### config.mk
export PLATFORM = sky130hd
export DESIGN_NAME = dual_quadrature_decoder_window_delta
export DESIGN_NICKNAME = d
export VERILOG_FILES = /design/src/sv/qdwd_pkg.sv /design/src/sv/qdwd_wheel.sv /design/src/sv/dual_quadrature_decoder_window_delta.sv
export SDC_FILE = /design/constraint.sdc
export NUM_CORES = 1
export LEC_CHECK = 0
export ABC_AREA = 1
export BUFFER_PORTS_ARGS = -buffer_cell sky130_fd_sc_hd__buf_2
export CAP_MARGIN = 0
export CELL_PAD_IN_SITES_DETAIL_PLACEMENT = 1
export CELL_PAD_IN_SITES_GLOBAL_PLACEMENT = 1
export CORE_ASPECT_RATIO = 1.5
export CORE_MARGIN = 5
export CORE_UTILIZATION = 45
export DETAILED_ROUTE_END_ITERATION = 16
export GPL_TIMING_DRIVEN = 1
export PLACE_DENSITY_LB_ADDON = 0.1
export SETUP_SLACK_MARGIN = 0.2
export SLEW_MARGIN = 20
export SYNTH_ARGS = -nofsm -noshare
export SYNTH_HDL_FRONTEND = slang
export SYNTH_SLANG_ARGS = --single-unit
### constraint.sdc
create_clock -name i_clk -period 3.6 [get_ports i_clk]
set_input_delay 0 -clock i_clk [delete_from_list [all_inputs] [get_ports i_clk]]
set_output_delay 0 -clock i_clk [all_outputs]
set_load 0.01 [all_outputs]
### src/sv/qdwd_pkg.sv
// Package for the dual quadrature decoder: operation codes, step codes,
// the control struct for one wheel, and the decode and saturation functions.
// No dependencies.
`timescale 1ns / 1ps
`default_nettype none

package qdwd_pkg;

    // Operation carried in tuser
    typedef enum logic [1:0] {
        OP_PIN_UPDATE = 2'd0,
        OP_CAPTURE    = 2'd1,
        OP_TICK       = 2'd2,
        OP_READ       = 2'd3
    } t_op;

    // Wheel selector values for a read
    localparam logic [1:0] WHEEL_LEFT  = 2'd1;
    localparam logic [1:0] WHEEL_RIGHT = 2'd2;

    localparam int unsigned COUNT_W = 32;
    localparam int unsigned DELTA_W = 16;

    localparam logic signed [DELTA_W-1:0] DELTA_MAX = 16'sh7FFF;
    localparam logic signed [DELTA_W-1:0] DELTA_MIN = 16'sh8000;

    // Counter step for one transition
    typedef enum logic [1:0] {
        STEP_NONE = 2'd0,
        STEP_UP   = 2'd1,
        STEP_DOWN = 2'd2
    } t_step;

    // Per-wheel strobes, valid in the cycle the item is processed
    typedef struct packed {
        logic update;
        logic capture;
        logic tick;
    } t_wheel_ctl;

    // x4 transition table, indexed by {old A, old B, new A, new B}
    function automatic t_step step_lookup(input logic [3:0] idx);
        t_step s;
        case (idx)
            4'd1, 4'd7, 4'd8, 4'd14:  s = STEP_UP;
            4'd2, 4'd4, 4'd11, 4'd13: s = STEP_DOWN;
            default:                  s = STEP_NONE;
        endcase
        return s;
    endfunction

    // Clamp a wrapped 32-bit difference to the signed 16-bit range
    function automatic logic [DELTA_W-1:0] sat_delta(input logic [COUNT_W-1:0] d);
        logic [DELTA_W-1:0] r;
        if (d[COUNT_W-1:DELTA_W-1] == '0 || d[COUNT_W-1:DELTA_W-1] == '1) begin
            r = d[DELTA_W-1:0];
        end else if (d[COUNT_W-1]) begin
            r = DELTA_MIN;
        end else begin
            r = DELTA_MAX;
        end
        return r;
    endfunction

endpackage

`default_nettype wire

### src/sv/qdwd_wheel.sv
// State for one encoder: phase, position counter, tick snapshot and the
// latched saturated window change. Depends on qdwd_pkg.
`timescale 1ns / 1ps
`default_nettype none

module qdwd_wheel
    import qdwd_pkg::*;
(
    input  wire logic               i_clk,
    input  wire logic               i_rst_n,
    input  wire t_wheel_ctl         i_ctl,
    input  wire logic [1:0]         i_pins,     // {A, B}
    output logic [DELTA_W-1:0]      o_delta
);

    logic [1:0]         r_phase;
    logic [1:0]         n_phase;
    logic [COUNT_W-1:0] r_count;
    logic [COUNT_W-1:0] n_count;
    logic [COUNT_W-1:0] r_last;
    logic [COUNT_W-1:0] n_last;
    logic [DELTA_W-1:0] r_delta;
    logic [DELTA_W-1:0] n_delta;
    t_step              step;

    assign step = step_lookup({r_phase, i_pins});

    // Next state for phase and counter
    always_comb begin
        n_phase = r_phase;
        n_count = r_count;
        if (i_ctl.update) begin
            n_phase = i_pins;
            case (step)
                STEP_UP:   n_count = r_count + COUNT_W'(1);
                STEP_DOWN: n_count = r_count - COUNT_W'(1);
                default:   n_count = r_count;
            endcase
        end else if (i_ctl.capture) begin
            n_phase = i_pins;
        end
    end

    // Window tick: snapshot and saturated change
    always_comb begin
        n_last  = r_last;
        n_delta = r_delta;
        if (i_ctl.tick) begin
            n_last  = r_count;
            n_delta = sat_delta(r_count - r_last);
        end
    end

    always_ff @(posedge i_clk) begin
        if (!i_rst_n) begin
            r_phase <= '0;
            r_count <= '0;
            r_last  <= '0;
            r_delta <= '0;
        end else begin
            r_phase <= n_phase;
            r_count <= n_count;
            r_last  <= n_last;
            r_delta <= n_delta;
        end
    end

    assign o_delta = r_delta;

endmodule

`default_nettype wire

### src/sv/dual_quadrature_decoder_window_delta.sv
// Top level of the dual quadrature decoder with windowed delta capture.
// Depends on qdwd_pkg and qdwd_wheel.
//
// Usage:
//   Slave channel (i_s_*): one transaction per command. tuser holds the
//   operation (pin update, capture initial state, window tick, read delta),
//   tdata the wheel number and the four encoder pin levels.
//   Master channel (o_m_*): exactly one transaction per command, in order.
//   tdata is the latched signed 16-bit window change for a read of wheel 1
//   (left) or 2 (right), zero for any other wheel number and for all other
//   operations.
//   Pipeline: a command is captured in the input register when accepted,
//   then processed and its result captured in the result register, from
//   which it is offered. Throughput: one command per clock while the receiver
//   takes results; pins may be sampled every cycle without loss.
//   Stall: while the receiver holds tready low the result register keeps its
//   transaction; one more command waits in the input register and the slave
//   tready drops until the result is taken.
//   Reset (synchronous, active low): both phase states, position counters,
//   tick snapshots and latched deltas clear to zero, both channels go empty.
`timescale 1ns / 1ps
`default_nettype none

module dual_quadrature_decoder_window_delta
    import qdwd_pkg::*;
(
    input  wire logic        i_clk,
    input  wire logic        i_rst_n,
    // slave channel
    input  wire logic        i_s_tvalid,
    output logic             o_s_tready,
    input  wire logic [7:0]  i_s_tdata,   // [1:0] wheel_number, [2] left_a, [3] left_b,
                                          // [4] right_a, [5] right_b, [7:6] zero
    input  wire logic [1:0]  i_s_tuser,   // [1:0] operation
    // master channel
    output logic             o_m_tvalid,
    input  wire logic        i_m_tready,
    output logic [15:0]      o_m_tdata    // [15:0] delta_value (signed)
);

    // Input register
    logic         r_in_valid;
    t_op          r_op;
    logic [1:0]   r_wheel;
    logic [1:0]   r_left_pins;
    logic [1:0]   r_right_pins;

    // Result register
    logic               r_out_valid;
    logic [DELTA_W-1:0] r_out_data;
    logic [DELTA_W-1:0] n_out_data;

    logic               advance;
    logic               in_accept;
    t_wheel_ctl         wheel_ctl;
    logic [DELTA_W-1:0] left_delta;
    logic [DELTA_W-1:0] right_delta;

    // The input stage moves on whenever the result register is free or drained
    assign advance    = r_in_valid && (!r_out_valid || i_m_tready);
    assign o_s_tready = !r_in_valid || advance;
    assign in_accept  = i_s_tvalid && o_s_tready;

    always_ff @(posedge i_clk) begin
        if (!i_rst_n) begin
            r_in_valid <= 1'b0;
        end else if (o_s_tready) begin
            r_in_valid <= i_s_tvalid;
        end
    end

    always_ff @(posedge i_clk) begin
        if (in_accept) begin
            r_op         <= t_op'(i_s_tuser);
            r_wheel      <= i_s_tdata[1:0];
            r_left_pins  <= i_s_tdata[3:2] == 2'b00 ? 2'b00 : {i_s_tdata[2], i_s_tdata[3]};
            r_right_pins <= {i_s_tdata[4], i_s_tdata[5]};
        end
    end

    // Strobes for the wheel state, only when the item is processed
    always_comb begin
        wheel_ctl.update  = advance && (r_op == OP_PIN_UPDATE);
        wheel_ctl.capture = advance && (r_op == OP_CAPTURE);
        wheel_ctl.tick    = advance && (r_op == OP_TICK);
    end

    qdwd_wheel u_left (
        .i_clk   (i_clk),
        .i_rst_n (i_rst_n),
        .i_ctl   (wheel_ctl),
        .i_pins  (r_left_pins),
        .o_delta (left_delta)
    );

    qdwd_wheel u_right (
        .i_clk   (i_clk),
        .i_rst_n (i_rst_n),
        .i_ctl   (wheel_ctl),
        .i_pins  (r_right_pins),
        .o_delta (right_delta)
    );

    // Result select
    always_comb begin
        n_out_data = '0;
        if (r_op == OP_READ) begin
            if (r_wheel == WHEEL_LEFT) begin
                n_out_data = left_delta;
            end else if (r_wheel == WHEEL_RIGHT) begin
                n_out_data = right_delta;
            end
        end
    end

    always_ff @(posedge i_clk) begin
        if (!i_rst_n) begin
            r_out_valid <= 1'b0;
        end else if (advance) begin
            r_out_valid <= 1'b1;
        end else if (i_m_tready) begin
            r_out_valid <= 1'b0;
        end
    end

    always_ff @(posedge i_clk) begin
        if (advance) begin
            r_out_data <= n_out_data;
        end
    end

    assign o_m_tvalid = r_out_valid;
    assign o_m_tdata  = r_out_data;

`ifndef SYNTHESIS
    // Input side only stalls while a command waits in the input register
    a_ready_only_when_held: assert property (@(posedge i_clk) disable iff (!i_rst_n)
        !o_s_tready |-> r_in_valid)
        else $error("slave tready low with empty input register");

    // A processed command always lands in the result register
    a_advance_fills_out: assert property (@(posedge i_clk) disable iff (!i_rst_n)
        advance |=> r_out_valid)
        else $error("processed command lost");

    // Non-read commands and reads of unknown wheels return zero
    a_zero_result: assert property (@(posedge i_clk) disable iff (!i_rst_n)
        advance && (r_op != OP_READ || (r_wheel != WHEEL_LEFT && r_wheel != WHEEL_RIGHT))
        |=> o_m_tdata == '0)
        else $error("nonzero result for a command that returns zero");
`endif

endmodule

`default_nettype wire

# [Word level (Yosys, flattened, before mapping)]
# Memory sizes are Yosys's and may differ from the RTL's.
# Index checks and enable logic that the tools add are counted.
[classes] n_addsub=6 n_mul=0 div_mod_pow=0 magnitude_cmp=0 eq_ne=11 shift=0 muxes=14 n_bitwise=0 n_reduce_logical=21
[ops] cell="$pmux 32 s2" n=2
[ops] cell="$mux 16" n=6
[ops] cell="$add 32x1->32 const B" n=2
[ops] cell="$sub 32x1->32 const B" n=2
[ops] cell="$sub 32x32->32" n=2
[ops] cell="$eq 17x17->1 const B" n=2
[ops] cell="$logic_not 17->1" n=2
[ops] cell="$eq 2x2->1 const B" n=5
[ops] cell="$eq 2x1->1 const B" n=4
[ops] cell="$mux 2" n=4
[ops] cell="$reduce_bool 2->1" n=4
[ops] cell="$logic_and 1x1->1" n=5
[ops] cell="$logic_not 2->1" n=2
[ops] cell="$logic_or 1x1->1" n=4
[ops] cell="$reduce_and 2->1" n=2
[ops] cell="$logic_not 1->1" n=2
[ops] cell="$mux 1" n=2
[word_totals] reg_bits=190 latchBits=0 ram_bits=0 romBits=64 out_inout_bits=18 word_cells=69 memories=2
[memory_table] name="(no name shown)" words=16 width=2 read_ports=1 rd_ports_with_merged_regs=0 write_ports=0 line="qdwd_pkg.sv:44" source="case (idx)"
[memory_table] name="(no name shown)" words=16 width=2 read_ports=1 rd_ports_with_merged_regs=0 write_ports=0 line="qdwd_pkg.sv:44"

# [Logic depth before layout (Yosys ltp)]
[logic_depth] ltp_word=6 depth_mapped=25 ltp_nobuf=23

# [By module]
# From an unflattened synthesis, not the netlist that was laid out.
[hier_totals] cells_unflattened=2852 hier_area_um2=16704.8
[by_module_without_submodules] mod="qdwd_wheel at u_right" n_inst=1 cells_per_inst=1390 area_per_inst_um2=7845.0 seq_area_each_um2=1641.6
[by_module_without_submodules] mod="qdwd_wheel at u_left" n_inst=1 cells_per_inst=1356 area_per_inst_um2=7682.4 seq_area_each_um2=1641.6
[by_module_without_submodules] mod="dual_quadrature_decoder_window_delta" n_inst=1 cells_per_inst=106 area_per_inst_um2=1177.4 seq_area_each_um2=760.7

# [Worst setup path after synthesis]
# Ideal clock, no wire load.
[synth_path] kind="register to register" from="reg r_left_pins[1]" to="reg u_left.r_count[22]" setup_ns=0.115 arrival_time_ns=2.756 slack_ns=0.729 path_stages_with_launch=25 n_path_buf=2 synth_period_minus_slack_ns=2.871 cell_sequence="edfxtp_1 xnor2_1 nor2_1 ha_1 buf_4 inv_2 buf_2 nand2_1 nand2_1 inv_1 ha_1 o21bai_1 nand2_1 nand2_1 nand3_1 nand2_1 nand2_1 nand3_2 nand2_1 nand2_1 a21o_1 nand2_1 nand2_1 o21ai_0 inv_1"
[synth_via] elab_chain_cells=4
[synth_lines] element="start, declared" line="dual_quadrature_decoder_window_delta.sv:45" source="logic [1:0] r_left_pins;"
[synth_lines] element="start signal, assigned" line="dual_quadrature_decoder_window_delta.sv:76" source="r_left_pins <= i_s_tdata[3:2] == 2'b00 ? 2'b00 : {i_s_tdata[2], i_s_tdata[3]};"
[synth_lines] element="$mem_v2 16x2 (*)"
[synth_lines] element="$eq 2x1->1 or $eq 2x2->1 (tied branches)" line="qdwd_wheel.sv:34" source="case (step)"
[synth_lines] element="$reduce_bool 2->1 (no line)"
[synth_lines] element="$reduce_and 2->1 (no line)"
[synth_lines] element="end signal, assigned" line="qdwd_wheel.sv:62" source="r_count <= n_count;"
[synth_lines] element="end, declared" line="qdwd_wheel.sv:18" source="logic [COUNT_W-1:0] r_count;"
# Mark *: on every way between the ends. The rest lies on a longest branch, timed or not.
# A chain may end at the register's enable or synchronous reset.

# [Final worst setup path]
[layout_path] from="reg u_right.r_count[0]" to="reg u_right.r_delta[9] (netlist: u_right.o_delta[9])"
[layout_via] elab_chain_cells=4
[layout_lines] element="start, declared" line="qdwd_wheel.sv:18"
[layout_lines] element="start signal, assigned" line="qdwd_wheel.sv:62"
[layout_lines] element="$sub 32x32->32 (*)" line="qdwd_wheel.sv:50" source="n_delta = sat_delta(r_count - r_last);"
[layout_lines] element="$eq 17x17->1 or $logic_not 17->1 (tied branches)" line="qdwd_pkg.sv:55" source="if (d[COUNT_W-1:DELTA_W-1] == '0 || d[COUNT_W-1:DELTA_W-1] == '1) begin"
[layout_lines] element="$logic_or 1x1->1" line="qdwd_pkg.sv:55"
[layout_lines] element="$mux 16 (*)" line="qdwd_pkg.sv:55"
[layout_lines] element="end signal, assigned" line="qdwd_wheel.sv:64" source="r_delta <= n_delta;"
[layout_lines] element="end, declared" line="qdwd_wheel.sv:22" source="logic [DELTA_W-1:0] r_delta;"
# Marks and branches as above.

==> metrics.txt <==
Max Buffers Root-to-Sink=2; sequential standard cell area=4040 um2; R2R Path End=u_right.o_delta[9]; post-synth top area share=20.2%; IO Port Bufs=29; RR Startpoint=u_right.r_count[0]; Post-Synthesis Cells=2,810; CTS Buf Count=17; Area growth, synth to finish=8.89%; Clk Latency, worst-skew pair=0.47 ns; Setup Skew=0.0154 ns; GRT overflow=0; final core occ=49.7%; Required @ worst endpoint=4.00 ns; Pwr Total=0.00680 W; Slew @ Worst Pin=1.02 ns; Die Width=166 um; global-route wire length before repair=92,300 um; crit-path max FO=7; H-Tree Depth=4; syn avg cell area=5.85 um2; Top FF cell, synth=dfxtp_1; FILL cells=5,125; Iter 0 DRT Violations=580; Yosys cell types=52; Ant. Diodes=0; Synth Register Bits=190; R2R setup slack=0.40 ns; mapped cell area=16,500 um2; post-synthesis sequential area ratio=24.6%; RSZ-0062 raised after global routing=false; vias per cell=5.29; Final Hold Vio Count=0; Post-synth ARST share=0%; WS Path Type=reg2reg; cell area after layout=17,900 um2; Die Y=244 um; Multi-input gate area=10,000 um2; Hold Path Origin=i_rst_n; Yosys top cell by area=dfxtp_1; largest net degree at the start of global routing=107; cell row count=85; proportion of layout cells with a drive suffix above 1=7.20%; Fin Setup TNS=0 ns; core box area=36,100 um2; Reg2Reg Depth=20; post-layout min period=3.20 ns; Finished Layout Cells=3,326; Min-Delay Path Depth=3; DRC=0; number of synthesized flops with an enable pin=24; crit path DAT=3.61 ns; syn nets=2,900; final slew viol count=0; io pins=32; root buf cell=clkbuf_16; dpl hpwl=47,700 um; initial antenna violation count=0; final setup vio count=0; number of synthesis warnings=0; Tot GR Track Use=28.3%; cell with the most instances after synthesis=nand2_1; starting density of the core=45.6%; Slew headroom=31.6%; clock sinks=190; die area=40,600 um2; static leakage=9.44 nW; Crit. End Element=register; synth top area cells=dfxtp_1 (20%), nand2_1 (19%), inv_1 (12%); max cap viols=0; dpl cell area=17,100 um2; Synth top cells by count=nand2_1 (831), inv_1 (545), nor2_1 (260), a21oi_1 (221), o21ai_0 (201); CTS tree=built; HP Class=in2reg; vias=17,593; vias in the first global route=18,292; GP Congestion=0.931; final net count=2,925; maximum clock frequency=0.312 GHz; clock slew at reported path FFs=0.08 ns; Worst Hold End=u_right.r_count[30]; placed insts=3,282; WL/cell=17.7 um; drt total wl=59,000 um; IR Drop Worst-Case VDD=0.261 mV; drt first pass iters=4; Final period util=89.0%; pwr dens=379 nW/um2; status=completed; Final ANT Viol Nets=0; crit start category=register
layout make-up:
class / instances / area share [%]
flip-flops and latches: 190 / 22.6
multi-input cells: 1995 / 56.0
well taps: 478 / 3.34
inverters: 551 / 11.6
clock inverters: 14 / 0.915
clock buffers: 18 / 2.40
repair buffers: 80 / 3.19
repair_timing:
action / CTS / global route
buffers inserted: 0 / 1
resized for setup: 0 / 23
hold endpoints to repair: 10 / 0
hold buffers: 10 / 0
setup endpoints to repair: 0 / 61
layer usage:
layer	vias to the layer above	wire length [um]	GRT usage, %
met4	0	4800	20.0
met1	8349	20200	25.7
met5	-	0	0
met3	195	947	2.49
li1	8762	-	-
met2	287	33100	57.7
where the power goes:
group          switching (W)  internal [W]  leakage [nW]  total [W]
clock network        0.00103       0.00100         0.295    0.00203
registers          0.0000590       0.00222          1.58    0.00228
logic                0.00174      0.000759          7.56    0.00249
total                0.00282       0.00398          9.44    0.00680
how the worst max path moves through the flow:
stage                                   from                  end  depth (start not counted)
after floorplan               r_left_pins[1]   u_left.r_count[22]                         24
after global placement        r_left_pins[1]   u_left.r_count[23]                         14
after detailed placement     r_right_pins[0]  u_right.r_count[24]                         15
after CTS                    r_right_pins[0]  u_right.r_count[24]                         15
after global routing      u_right.r_count[0]   u_right.o_delta[5]                         20
final                     u_right.r_count[0]   u_right.o_delta[9]                         20
stage by stage:
| step | setup WS [ns] | hold slack [ns] |
|---|---|---|
| 2_1_floorplan | 0.729 | 0.0989 |
| 3_3_place_gp | 0.403 | 0.179 |
| 3_5_place_dp | 0.250 | 0.181 |
| 4_1_cts | 0.206 | 0.0531 |
| 5_1_grt | 0.166 | 0.0835 |
| 6_report | 0.398 | 0.0685 |
layout by cell type, fill, tap and decap left out, types with 17 or more instances in the layout:
master	n
xor2_1	71
ha_1	72
a21oi_1	217
buf_4	37
inv_1	542
edfxtp_1	24
a21oi_2	26
nand3_1	145
o21ai_0	200
nand2_2	24
nor2_1	256
nand2_1	831
clkbuf_16	17
dfxtp_1	166
buf_2	29
state kept, by name, summed over array words and instances (netlist names), 16 cells and up:
register         cells
u_right.r_last      32
o_m_tdata           16
u_right.o_delta     16
u_right.r_count     32
u_left.r_last       32
u_left.r_count      32
u_left.o_delta      16
worst max-delay path, cell delays in order (launching register included):
cell and delay [ns]:
dfxtp_1 0.38, inv_1 0.12, ha_1 0.24, fa_1 0.42, inv_1 0.13, nand3_1 0.10, nand3_2 0.13, nand2_1 0.07
nand2_1 0.13, nand2_1 0.09, nand2_1 0.06, nand2_1 0.04, nand2_1 0.09, nand2_1 0.09, a21oi_1 0.12, nand2_1 0.09
nor2_1 0.11, nand3_1 0.21, nand2_2 0.30, nand2_2 0.10, a21oi_2 0.11
cells by family after synthesis:
family,after synthesis,synth area share [%]
simple gates,1333,33.3
flops,190,24.6
compound gates,501,16.7
buf+inv,626,15.0
xor+xnor,84,4.52
fa+ha+maj,76,5.87
Note: power is estimated with default switching activity, not from simulation.
